===== src/sv/wsd_pkg.sv =====
`timescale 1ns / 1ps

package wsd_pkg;

  localparam int LEN_BITS = 64;
  localparam logic [63:0] LEN_MAX = 64'hFFFF_FFFF_FFFF_FFFF >> (64 - LEN_BITS);

  localparam logic [6:0] LEN7_MASK  = 7'h7f;
  localparam logic [6:0] LEN16_CODE = 7'd126;
  localparam logic [2:0] EXT16_CNT  = 3'd1;
  localparam logic [2:0] EXT64_CNT  = 3'd7;
  localparam logic [2:0] KEY_CNT    = 3'd3;

  typedef enum logic [4:0] {
    PH_HEAD0   = 5'b00001,
    PH_HEAD1   = 5'b00010,
    PH_EXTLEN  = 5'b00100,
    PH_KEY     = 5'b01000,
    PH_PAYLOAD = 5'b10000
  } phase_t;

  typedef struct packed {
    logic        fin;
    logic [2:0]  rsv;
    logic [3:0]  opcode;
    logic        masked;
  } flags_t;

  typedef struct packed {
    phase_t      phase;
    logic [2:0]  hcnt;
    logic [63:0] len;
    logic [31:0] key;
    logic [63:0] remain;
    logic [1:0]  kidx;
    flags_t      flags;
  } state_t;

  typedef struct packed {
    logic [7:0]  data_byte;
    logic        is_payload;
    logic        header_done;
    logic        frame_fin;
    logic [2:0]  reserved_bits;
    logic [3:0]  frame_opcode;
    logic        frame_masked;
    logic [63:0] frame_length;
    logic        frame_end;
  } result_t;

  localparam state_t STATE_RST = '{
    phase:  PH_HEAD0,
    hcnt:   3'd0,
    len:    64'd0,
    key:    32'd0,
    remain: 64'd0,
    kidx:   2'd0,
    flags:  '0
  };

  function automatic logic [63:0] sat_len(input logic [63:0] v);
    logic [63:0] r;
    r = (v > LEN_MAX) ? LEN_MAX : v;
    return r;
  endfunction

endpackage


===== src/sv/wsd_parse.sv =====
`timescale 1ns / 1ps

module wsd_parse
  import wsd_pkg::*;
(
  input  state_t      st,
  input  logic [7:0]  in_byte,
  output state_t      st_nxt,
  output result_t     res
);

  logic [7:0]  key_byte;
  logic [31:0] key_shift;
  logic [63:0] len_sat;
  logic [63:0] len_shift;
  logic [63:0] remain_dec;
  logic        hdone;
  logic        fend;
  logic        payload;
  logic [7:0]  data;

  always_comb begin
    st_nxt     = st;
    hdone      = 1'b0;
    fend       = 1'b0;
    payload    = 1'b0;
    data       = 8'd0;
    key_shift  = st.key << {st.kidx, 3'b000};
    key_byte   = key_shift[31:24];
    len_shift  = {st.len[55:0], in_byte};
    len_sat    = 64'd0;
    remain_dec = (st.remain != 64'd0) ? (st.remain - 64'd1) : st.remain;

    case (st.phase)
      PH_HEAD1: begin
        st_nxt.flags.masked = in_byte[7];
        st_nxt.key          = 32'd0;
        st_nxt.len          = {57'd0, in_byte[6:0] & LEN7_MASK};
        if (in_byte[6:0] == LEN16_CODE) begin
          st_nxt.len   = 64'd0;
          st_nxt.hcnt  = EXT16_CNT;
          st_nxt.phase = PH_EXTLEN;
        end else if (in_byte[6:0] > LEN16_CODE) begin
          st_nxt.len   = 64'd0;
          st_nxt.hcnt  = EXT64_CNT;
          st_nxt.phase = PH_EXTLEN;
        end else if (in_byte[7]) begin
          st_nxt.hcnt  = KEY_CNT;
          st_nxt.phase = PH_KEY;
        end else begin
          hdone = 1'b1;
        end
      end
      PH_EXTLEN: begin
        st_nxt.len = len_shift;
        if (st.hcnt != 3'd0) begin
          st_nxt.hcnt = st.hcnt - 3'd1;
        end else if (st.flags.masked) begin
          st_nxt.hcnt  = KEY_CNT;
          st_nxt.phase = PH_KEY;
        end else begin
          hdone = 1'b1;
        end
      end
      PH_KEY: begin
        st_nxt.key = {st.key[23:0], in_byte};
        if (st.hcnt != 3'd0) begin
          st_nxt.hcnt = st.hcnt - 3'd1;
        end else begin
          hdone = 1'b1;
        end
      end
      PH_PAYLOAD: begin
        data          = in_byte ^ key_byte;
        payload       = 1'b1;
        st_nxt.kidx   = st.kidx + 2'd1;
        st_nxt.remain = remain_dec;
        if (remain_dec == 64'd0) begin
          fend         = 1'b1;
          st_nxt.phase = PH_HEAD0;
        end
      end
      default: begin
        st_nxt.flags.fin    = in_byte[7];
        st_nxt.flags.rsv    = in_byte[6:4];
        st_nxt.flags.opcode = in_byte[3:0];
        st_nxt.flags.masked = 1'b0;
        st_nxt.len          = 64'd0;
        st_nxt.remain       = 64'd0;
        st_nxt.key          = 32'd0;
        st_nxt.kidx         = 2'd0;
        st_nxt.hcnt         = 3'd0;
        st_nxt.phase        = PH_HEAD1;
      end
    endcase

    // end of header: clamp length, then payload or a new frame
    if (hdone) begin
      len_sat     = sat_len(st_nxt.len);
      st_nxt.len  = len_sat;
      st_nxt.kidx = 2'd0;
      if (len_sat == 64'd0) begin
        fend         = 1'b1;
        st_nxt.phase = PH_HEAD0;
      end else begin
        st_nxt.remain = len_sat;
        st_nxt.phase  = PH_PAYLOAD;
      end
    end

    res.data_byte     = data;
    res.is_payload    = payload;
    res.header_done   = hdone;
    res.frame_fin     = st_nxt.flags.fin;
    res.reserved_bits = st_nxt.flags.rsv;
    res.frame_opcode  = st_nxt.flags.opcode;
    res.frame_masked  = st_nxt.flags.masked;
    res.frame_length  = st_nxt.len;
    res.frame_end     = fend;
  end

endmodule


===== src/sv/websocket_frame_deframer.sv =====
`timescale 1ns / 1ps
// result: registered, on the out_ ports in the cycle after its input transfer
// throughput: one byte per cycle while out_ready holds; the parser state and result register update together
// in_ready stays high while the result register is empty or being drained
// reset: synchronous active-low rst_n; parser returns to first header byte,
// result register empties

module websocket_frame_deframer
  import wsd_pkg::*;
(
  input  logic        clk,
  input  logic        rst_n,
  input  logic        in_valid,
  output logic        in_ready,
  input  logic [7:0]  in_byte,
  output logic        out_valid,
  input  logic        out_ready,
  output logic [7:0]  out_data_byte,
  output logic        out_is_payload,
  output logic        out_header_done,
  output logic        out_frame_fin,
  output logic [2:0]  out_reserved_bits,
  output logic [3:0]  out_frame_opcode,
  output logic        out_frame_masked,
  output logic [63:0] out_frame_length,
  output logic        out_frame_end
);

  state_t  st_r;
  state_t  st_nxt;
  result_t res_r;
  result_t res_nxt;
  logic    out_valid_r;
  logic    in_xfer;

  assign in_ready = !out_valid_r || out_ready;
  assign in_xfer  = in_valid && in_ready;

  wsd_parse u_parse (
    .st      (st_r),
    .in_byte (in_byte),
    .st_nxt  (st_nxt),
    .res     (res_nxt)
  );

  always_ff @(posedge clk) begin
    if (!rst_n) begin
      st_r        <= STATE_RST;
      out_valid_r <= 1'b0;
    end else begin
      if (in_xfer) begin
        st_r        <= st_nxt;
        out_valid_r <= 1'b1;
      end else if (out_ready) begin
        out_valid_r <= 1'b0;
      end
    end
  end

  always_ff @(posedge clk) begin
    if (in_xfer) begin
      res_r <= res_nxt;
    end
  end

  assign out_valid         = out_valid_r;
  assign out_data_byte     = res_r.data_byte;
  assign out_is_payload    = res_r.is_payload;
  assign out_header_done   = res_r.header_done;
  assign out_frame_fin     = res_r.frame_fin;
  assign out_reserved_bits = res_r.reserved_bits;
  assign out_frame_opcode  = res_r.frame_opcode;
  assign out_frame_masked  = res_r.frame_masked;
  assign out_frame_length  = res_r.frame_length;
  assign out_frame_end     = res_r.frame_end;

  // payload phase holds exactly while bytes remain
  a_remain_phase: assert property (@(posedge clk) disable iff (!rst_n)
    (st_r.phase == PH_PAYLOAD) == (st_r.remain != 64'd0))
    else $error("payload phase and remaining count disagree");

  a_no_hdr_payload: assert property (@(posedge clk) disable iff (!rst_n)
    out_valid_r |-> !(res_r.is_payload && res_r.header_done))
    else $error("byte marked both payload and header end");

  a_empty_frame: assert property (@(posedge clk) disable iff (!rst_n)
    (out_valid_r && res_r.frame_end && !res_r.is_payload)
      |-> (res_r.header_done && res_r.frame_length == 64'd0))
    else $error("header-only frame end without zero length");

  a_hdr_to_payload: assert property (@(posedge clk) disable iff (!rst_n)
    (in_xfer && res_nxt.header_done && !res_nxt.frame_end)
      |=> (st_r.phase == PH_PAYLOAD))
    else $error("header end did not enter payload");

endmodule

===== config.mk =====
export PLATFORM = sky130hd
export DESIGN_NAME = websocket_frame_deframer
export DESIGN_NICKNAME = d
export VERILOG_FILES = /design/src/sv/wsd_pkg.sv /design/src/sv/wsd_parse.sv /design/src/sv/websocket_frame_deframer.sv
export SDC_FILE = /design/constraint.sdc
export NUM_CORES = 1
export LEC_CHECK = 0
export BUFFER_PORTS_ARGS = -buffer_cell sky130_fd_sc_hd__buf_4
export CORE_UTILIZATION = 40
export DETAILED_ROUTE_END_ITERATION = 12
export GPL_TIMING_DRIVEN = 0
export REMOVE_ABC_BUFFERS = 1
export SYNTH_ARGS = -nofsm -noshare
export SYNTH_HDL_FRONTEND = slang
export SYNTH_SLANG_ARGS = --single-unit

===== constraint.sdc =====
create_clock -name clk -period 4.9 [get_ports clk]
set_input_delay 0.49 -clock clk [delete_from_list [all_inputs] [get_ports clk]]
set_output_delay 0.49 -clock clk [all_outputs]
set_load 0.01 [all_outputs]

==> results, run 1 <==
- The post-synthesis instance total is approximately 1600.
- The share of the Yosys chip area taken by registers is 0.442.
- After synthesis the netlist holds a flip-flop and latch count of 264.
- At the end of routability-driven placement, the weighted congestion stood at 0.952.
- The final count of negative-setup-slack endpoints is 0.
- For the worst setup path, the data arrival time is 5.20 ns.
- The critical-path cell with the highest stage delay is sky130_fd_sc_hd__nor4_2.
- Across the run, the number of max-cap violations was 0.
- Once detailed placement completed, the half-perimeter wirelength came to 33300 um.
- The type of the setup path with the least slack is register to register.
- The number of violations reported at the end of detailed-routing iteration 0 is 1271.
- The maximum buffer depth of the clock tree is 3.
- The worst hold path belongs to the class primary input to register.
- The number of synthesis warnings is 0.
- The post-detailed-routing wire length is 48600 um.
- The first-pass GRT wire length is roughly 74000 um.
- Clock tree synthesis inserted a total of 29 buffers.
- After synthesis, the largest family of logic cells by area is simple AND/OR/NAND/NOR gates.
- In the synthesized netlist, the cells that appear most often are sky130_fd_sc_hd__nor2_1 (231), sky130_fd_sc_hd__dfxtp_1 (180), sky130_fd_sc_hd__nand2_1 (143), sky130_fd_sc_hd__clkbuf_1 (116), sky130_fd_sc_hd__a21oi_1 (115).
- The hold violation count in the final report came to 0.
- After detailed placement, the total cell area comes to 14800 um2.
- The CTS H-tree depth is 1.
- The boundary pin count is between 90 and 100.
- The total area inside the core boundary comes to 33800 um2.
- The number of buffers and inverters on the critical path is 1.
- The routed length per instance is 23.0 um.
- Detailed routing inserted a total of approximately 13000 vias.
- The largest single stage delay on the critical path is 0.66 ns.
- The synthesized design contains 84 enable-type register cells.
- The flow ran to the end, and the final reports show no timing, DRC or antenna violations.
- The count of unique library cells instantiated by Yosys is 81.
- The smallest clock period supported by the final layout is computed as 4.75 ns.
- The worst setup path is captured at a register.
- The number of placed instances with taps included is just over 2000.
- Of the total synthesized cell area, the portion taken by AND, OR, NAND and NOR gates is 0.235.
- The post-placement setup slack is -0.781 ns.
- Setup repair after global routing left no endpoint under its margin.
- TritonCTS built the clock tree.
- The detailed-route vias per instance is 6.19.
- Across all setup checks in the final design, the least slack found is 0.154 ns.
- Compared with the post-synthesis result, the final layout area differs by 14.3%.
- Of the post-synthesis cell area, the dominant cell type holds 0.260.
- Sorting the synthesized cells by area gives the leading types as sky130_fd_sc_hd__dfxtp_1 (26%), sky130_fd_sc_hd__edfxtp_1 (18%), sky130_fd_sc_hd__nor2_1 (6.3%).
- The post-synthesis compound-gate area fraction is 0.222.
- The initial antenna violation count was 1.
- By instance count, the leading cell after synthesis is sky130_fd_sc_hd__nor2_1.
- Grouping stages by cell kind, the critical path spends the most delay in simple AND/OR/NAND/NOR gates.
- The critical path launch point type is a register.
- The net count of the finished layout is approximately 1700.
- The cell area that synthesis handed to floorplanning was roughly 14000 um2.
- Of the total synthesized cell area, the portion taken by full adders, half adders and majority gates is 0.00361.
- The analysis attributes to cell leakage a power of a little under 6 nW.
- The die covers 35400 um2.
- The effective utilization at floorplan is 0.410.
- The number of pins exceeding their max-slew limit in the final report came to 0.
- The per-instance average area after synthesis is around 8.5 um2.
- In this run the worst path has a maximum fanout of 7.
- The dominant synthesized flop cell is sky130_fd_sc_hd__dfxtp_1.
- The residual DRC count is 0.
- The post-route cell area is 15800 um2.
- Of the cells placed in the final design, the portion with a size suffix greater than 1 is 0.134.
- The maximum number of pins on one net before global-route repair is 141.
- The data required time of the critical path is 5.35 ns.
- The worst pin sits at a relative slew slack of 0.150.
- The clock latency reported for the late side of the worst-skew pair is 0.58 ns.
- The clock skew is about 0.015 ns.
- The parity-gate share of the synthesized area counting xor and xnor cells is 0.0190.
- The number of core rows is 67.
- The synthesized design spends more area on one cell type than any other, namely sky130_fd_sc_hd__dfxtp_1.
- The total global-route track usage is 0.270.
- Before antenna repair, the detailed router went through 6 iterations.
- The clock transition at the registers of the reported paths is 0.06 ns.
- The areal power density over the cells is between 300 and 400 nW/um2.
- The count of buffers added on input and output ports is 97.
- The clock net in this run drives a total of 264 sinks.
- The maximum clock rate is 211 MHz.
- The proportion of synthesized flip-flops having asynchronous set or reset is 0.
- The worst IR drop on VDD is ~280 uV.
- The post-layout utilization of the core is 0.469.
- Of the available clock period, the critical path in the final layout requires 0.969.
- Measured against the total synthesized area, the mux share comes to 0.0246.
- The signal on the critical path passes through inv_1 > ha_1 > or3b_2 > nor3_2 > nand3_1 > a2111oi_4 > xor2_1 > a2111oi_2 > nand4_1 > nor4_2 > o21ai_1 > mux2i_1.
- The cell sitting at the root of the clock tree is a sky130_fd_sc_hd__clkbuf_16.
- The post-detailed-route count of antenna-violating nets is 0.
- The die is 188 um wide.
- The number of standard cells in the layout, taps in and fillers out is between 2000 and 2500.
- Summed over all layers, the global routing overflow is 0.
- The number of global-route vias before repair is 11900.
- At the pin with the least slew margin, the transition time is 1.27 ns.
- From bottom edge to top edge, the die measures approximately 190 um.
==> stage by stage <==
step / TNS [ns] / hold slack [ns] / power, mW
floorplan: -665.09 / 0.429 / 2.91
global placement: -2025.33 / 0.436 / 3.23
detailed placement: -8.05 / 0.445 / 3.22
CTS: 0 / 0.171 / 5.36
global route: 0 / 0.188 / 5.54
finish: 0 / 0.189 / 5.35
==> worst register-to-register path: stages, from the launching register on <==
cell	delay (ns)
sky130_fd_sc_hd__dfxtp_1	0.36
sky130_fd_sc_hd__inv_1	0.14
sky130_fd_sc_hd__ha_1	0.27
sky130_fd_sc_hd__or3b_2	0.58
sky130_fd_sc_hd__nor3_2	0.37
sky130_fd_sc_hd__nand3_1	0.43
sky130_fd_sc_hd__a2111oi_4	0.58
sky130_fd_sc_hd__xor2_1	0.14
sky130_fd_sc_hd__a2111oi_2	0.50
sky130_fd_sc_hd__nand4_1	0.23
sky130_fd_sc_hd__nor4_2	0.66
sky130_fd_sc_hd__o21ai_1	0.21
sky130_fd_sc_hd__mux2i_1	0.17
==> report_power, final <==
part	internal, mW	leakage, nW	switching [mW]
clock	1.21	0.463	0.926
sequential	2.34	2.32	0.0894
combinational	0.248	3.19	0.533
total	3.80	5.97	1.55
==> path summary, 6_finish.rpt <==
kind             start        end  slack (ns)  cells past startpoint
max           st_r[11]  st_r[178]        0.15                     12
min           in_valid  out_valid        0.19                      3
max reg2reg   st_r[11]  st_r[178]        0.15                     12
min reg2reg  st_r[103]  st_r[103]        0.45                      2
==> layout make-up <==
cell class | count | area, um2
Fill cell | 3243 | 17900
Clock buffer | 41 | 811
Antenna cell | 1 | 2.50
Timing Repair Buffer | 114 | 978
Inverter | 41 | 168
Sequential cell | 264 | 6130
Clock inverter | 13 | 114
Multi-Input combinational cell | 1188 | 7080
Tap cell | 448 | 561
==> per-layer routing <==
layer	wire [um]	share of wire	track usage	vias to the layer above
li1	-	-	-	6086
met1	21400	0.44	0.384	6365
met2	21800	0.45	0.413	535
met3	3630	0.075	0.0374	73
met4	1720	0.035	0.100	0
met5	0	0	0	-
==> registers in the layout (all words and copies together) (netlist names) <==
register and cells:
out_data_byte 8, out_frame_end 1, out_frame_fin 1, out_frame_length 64, out_frame_masked 1, out_frame_opcode 4
out_header_done 1, out_is_payload 1, out_reserved_bits 3, out_valid 1, st_r 179
==> repair_timing <==
action | CTS | global route
pin swaps | 1 | 1
endpoints found under the setup margin | 15 | 15
resized for setup | 7 | 5
hold buffers | 0 | 0
buffers inserted | 1 | 3
gates cloned | 0 | 0
==> cells by family after synthesis <==
logic type	Yosys count
mux	23
xor+xnor	30
buf+inv	186
fa+ha+maj	4
flops	264
compound gates	452
simple gates	679
==> cells in the final DEF (no fill, tap or decap), drive strengths merged, types with 5 or more instances in the layout <==
| cell | instances |
|---|---|
| edfxtp | 84 |
| a22oi | 41 |
| nand3 | 65 |
| inv | 41 |
| nand4 | 20 |
| clkinv | 12 |
| nor2 | 232 |
| nand2b | 5 |
| mux2 | 8 |
| a221o | 11 |
| a21oi | 115 |
| o22ai | 12 |
| mux4 | 8 |
| nand2 | 143 |
| mux2i | 7 |
| or4 | 14 |
| nor3 | 89 |
| xor2 | 8 |
| buf | 114 |
| dfxtp | 180 |
| nor4 | 55 |
| a2111oi | 5 |
| clkbuf | 41 |
| or3 | 15 |
| and2 | 9 |
| o211ai | 44 |
| a211oi | 44 |
| o21ai | 78 |
| a22o | 41 |
| a31oi | 13 |
| o311ai | 10 |
| xnor2 | 22 |
| a211o | 5 |
| or2 | 7 |
| o31ai | 5 |
Power figures use the tool's default switching activity.
==> inputs of run 2 (changes only) <==
--- a/config.mk
+++ b/config.mk
@@ -6,10 +6,14 @@
 export NUM_CORES = 1
 export LEC_CHECK = 0
 export BUFFER_PORTS_ARGS = -buffer_cell sky130_fd_sc_hd__buf_4
-export CORE_UTILIZATION = 40
+export CELL_PAD_IN_SITES_DETAIL_PLACEMENT = 2
+export CELL_PAD_IN_SITES_GLOBAL_PLACEMENT = 2
+export CORE_UTILIZATION = 38
 export DETAILED_ROUTE_END_ITERATION = 12
 export GPL_TIMING_DRIVEN = 0
+export PLACE_DENSITY_LB_ADDON = 0.1
 export REMOVE_ABC_BUFFERS = 1
 export SYNTH_ARGS = -nofsm -noshare
 export SYNTH_HDL_FRONTEND = slang
+export SYNTH_HIERARCHICAL = 1
 export SYNTH_SLANG_ARGS = --single-unit
==> results, run 2 <==
- The count of unique library cells instantiated by Yosys is 70.
- The biggest area contributor in the post-synthesis netlist is sky130_fd_sc_hd__dfxtp_1.
- The tree is rooted in a sky130_fd_sc_hd__clkbuf_16.
- The sequential share of power is 0.428.
- The internal portion of the total power is ~4.1 mW.
- The data arrival time at the worst-slack endpoint is around 5.3 ns.
- Global routing finished with a remaining overflow of 0.
- The count of buffer and inverter cells on the critical path is 1.
- The analysis attributes to net switching a power of 1.32 mW.
- The number of global-route vias before repair is 14600.
- The final count of negative-setup-slack endpoints is 0.
- The commonest cells after synthesis are sky130_fd_sc_hd__nand2_1 (467), sky130_fd_sc_hd__mux2i_1 (186), sky130_fd_sc_hd__dfxtp_1 (180), sky130_fd_sc_hd__a22o_1 (93), sky130_fd_sc_hd__clkbuf_1 (88).
- The final worst slack is around 0.06 ns.
- Across the run, the number of max-cap violations was 0.
- For the pin with the worst max-slew slack, the measured transition is 1.34 ns.
- In this run, synthesis inferred 84 flip-flops with an integrated enable.
- The routed design uses about 2000 um of met3 wire.
- The element type at the critical path end is a register.
- The library cell used most frequently in the layout, excluding fill and tap cells, is sky130_fd_sc_hd__nand2_1.
- Detailed placement finished with a half-perimeter wire length of roughly 41000 um.
- Among all cell types in the netlist, the one instantiated most often is sky130_fd_sc_hd__nand2_1.
- The core region is 41100 um2.
- The maximum clock rate is between 200 and 250 MHz.
- The number of buffer cells added on primary ports is between 90 and 100.
- The register with the most flip-flops in the layout has 179 of them.
- Of the total power, the clock network draws 0.507.
- The type of the setup path with the least slack is register to register.
- STA puts the critical path data required time at 5.38 ns.
- The dominant synthesized flop cell is sky130_fd_sc_hd__dfxtp_1.
- The area of the mapped netlist is 15900 um2.
- The library cells used most frequently in the layout, excluding fill and tap cells, are sky130_fd_sc_hd__nand2_1 (464), sky130_fd_sc_hd__mux2i_1 (186), sky130_fd_sc_hd__dfxtp_1 (180).
- Of the total power, the share spent switching nets is 0.243.
- The synthesis-stage register bit count is 264.
- The post-detailed-route count of antenna-violating nets is 0.
- Entering global routing, the biggest net connects 168 pins.
- The die is 207 um tall.
- The die covers about 43000 um2.
- The effective utilization at floorplan is 0.388.
- The number of synthesis warnings is 6.
- The initialized floorplan defines 74 standard-cell rows.
- The uppermost signal routing layer after detailed routing is met4.
- TritonCTS built the clock tree.
- VDD sags by at most around 180 uV.
- The worst path in the final design needs a cycle of 4.84 ns, including I/O delays and setup.
- The peak fanout along the critical path is 9.
- The proportion of synthesized flip-flops having asynchronous set or reset is 0.
- The CTS H-tree depth is 2.
- The number of nets in the finished design is 1805.
- In this run the horizontal extent of the chip is between 200 and 250 um.
- The post-detailed-routing wire length is 59100 um.
- The share of the Yosys chip area taken by registers is 0.384.
- Relative to the synthesized area, the layout overhead comes to 12.2%.
- The critical path's most frequent cell is sky130_fd_sc_hd__nand3_1.
- In the finished design, the share of the clock period the worst path needs comes to 0.987.
- Each instance of the synthesized netlist takes up on average 8.68 um2.
- The residual DRC count is 0.
- In the global route stage, overall resource usage came out at 0.277.
- For the final database, setup skew stands at 0.0241 ns.
- The via count of the routed design is 14000.
- The clock latency reported for the late side of the worst-skew pair is 0.56 ns.
- The worst hold path belongs to the class primary input to register.
- The first-pass GRT wire length is 89500 um.
- After the first detailed-routing iteration, the DRC count stood at 721.
- For this block, wires on met1 add up to 26500 um.
- The post-synthesis instance total is around 1800.
- The critical-path cell with the highest stage delay is sky130_fd_sc_hd__a211oi_1.
- The total length of routed met2 wires is between 20000 and 30000 um.
- After detailed routing, the average wire length per cell comes to approximately 25 um.
- The number of pins exceeding their max-slew limit in the final report is 0.
- Buffers inserted during clock tree synthesis total 34.
- The share of the synthesized area in the top cell type is 0.226.
- The worst pin sits at a relative slew slack of 0.106.
- Setup repair after global routing left no endpoint under its margin.
- The initial antenna violation count is 3.
- The layout cell share with drive strength beyond 1 is 0.154.
- The last weighted congestion value of the routability-driven placer is about 0.9.
- The hold violation count in the final report is 0.
- The flow ran to the end, and the final reports show no timing, DRC or antenna violations.
- Overall power consumption after layout is estimated at 5.42 mW.
- The areal power density over the cells is 303 nW/um2.
- The critical path goes through inv_1 > ha_1 > or3b_2 > or4_1 > or4_4 > a211oi_1 > xor2_1 > a21oi_1 > nand3_1 > nor4_4 > and4_4 > a22o_1 > nand3_1 > o211ai_1.
- Sorting the synthesized cells by area gives the leading types as sky130_fd_sc_hd__dfxtp_1 (23%), sky130_fd_sc_hd__edfxtp_1 (16%), sky130_fd_sc_hd__mux2i_1 (12%).
- The clock transition at the registers of the reported paths is 0.06 ns.
- Using the TritonRoute via totals, the vias-per-cell ratio works out to 5.96.
- The first-pass detailed-route iteration total is 7.
- The register containing the most flip-flops in the final layout is st_r.
- The share of total power dissipated in combinational logic is 0.066.
- The leakage component of the power is 7.16 nW.
- The sum of negative setup slack is 0 ns.
- Counting along the longest clock path gives a buffer depth of 3.
- The post-placement setup slack is -0.813 ns.
- The peak per-stage delay on the critical path is 0.74 ns.
- The clock drives 264 sinks.
- STA classifies the critical path startpoint as a register.
- The critical path's top delay family is simple AND/OR/NAND/NOR gates.
- 98 I/O pins were placed.
## run 2: worst paths after layout
kind / start / endpoint / slack (ns) / cells after the start
hold / removal: in_valid / out_valid / 0.22 / 3
setup reg to reg: st_r[11] / st_r[174] / 0.06 / 14
setup / recovery: st_r[11] / st_r[174] / 0.06 / 14
hold reg to reg: st_r[4] / st_r[4] / 0.46 / 2
## run 2: cells by family after synthesis
logic type / Yosys count / synth area share
and+or+nand+nor: 745 / 0.213
AOI/OAI and AO/OA: 310 / 0.133
DFF: 264 / 0.384
muxes: 251 / 0.168
buffers and inverters: 232 / 0.0807
xor gates and xnor gates: 32 / 0.0176
adders and majority gates: 4 / 0.00314
## run 2: metal layers
layer	track usage	vias up
met3	0.0341	109
met5	0	-
met2	0.472	283
met1	0.353	7185
li1	-	6421
met4	0.116	0
## run 2: tightest hold or removal path: cells and delay by family
| family | cells | cell delay, ns |
|---|---|---|
| compound gates | 1 | 0.06 |
| buf+inv | 2 | 0.16 |
## run 2: repair_timing
action | in CTS | in global routing
gates cloned | 0 | 0
pin swaps | 2 | 2
endpoints found under the hold margin | 0 | 0
endpoints found under the setup margin | 23 | 6
gates resized for setup | 7 | 3
hold buffers | 0 | 0
buffers inserted | 4 | 1
## run 2: per-stage QoR
step                instance area, um2  hold WS (ns)  std cells  utilization
floorplan                        14800         0.434       1630            -
global placement                 16100         0.442       2259        0.393
detailed placement               16600         0.455       2280        0.404
CTS                              17900         0.194       2346        0.435
global route                     17900         0.235       2347        0.435
finish                           17900         0.219       2348        0.435
## run 2: power by group through the flow
stage	Sequential, mW	Combinational [mW]	Clock, mW
after floorplan	2.39	0.223	0
after global placement	2.39	0.446	0
after detailed placement	2.37	0.358	0
after CTS	2.32	0.360	2.82
after global routing	2.32	0.381	2.89
final	2.32	0.355	2.75
## run 2: area by class of cell
type / instances / area (um2)
well taps: 532 / 666
inverters: 24 / 90.1
multi-input cells: 1342 / 8620
clock buffers: 45 / 973
diodes: 1 / 2.50
flip-flops and latches: 264 / 6130
fillers: 4523 / 23200
clock inverters: 17 / 239
repair buffers: 123 / 1180
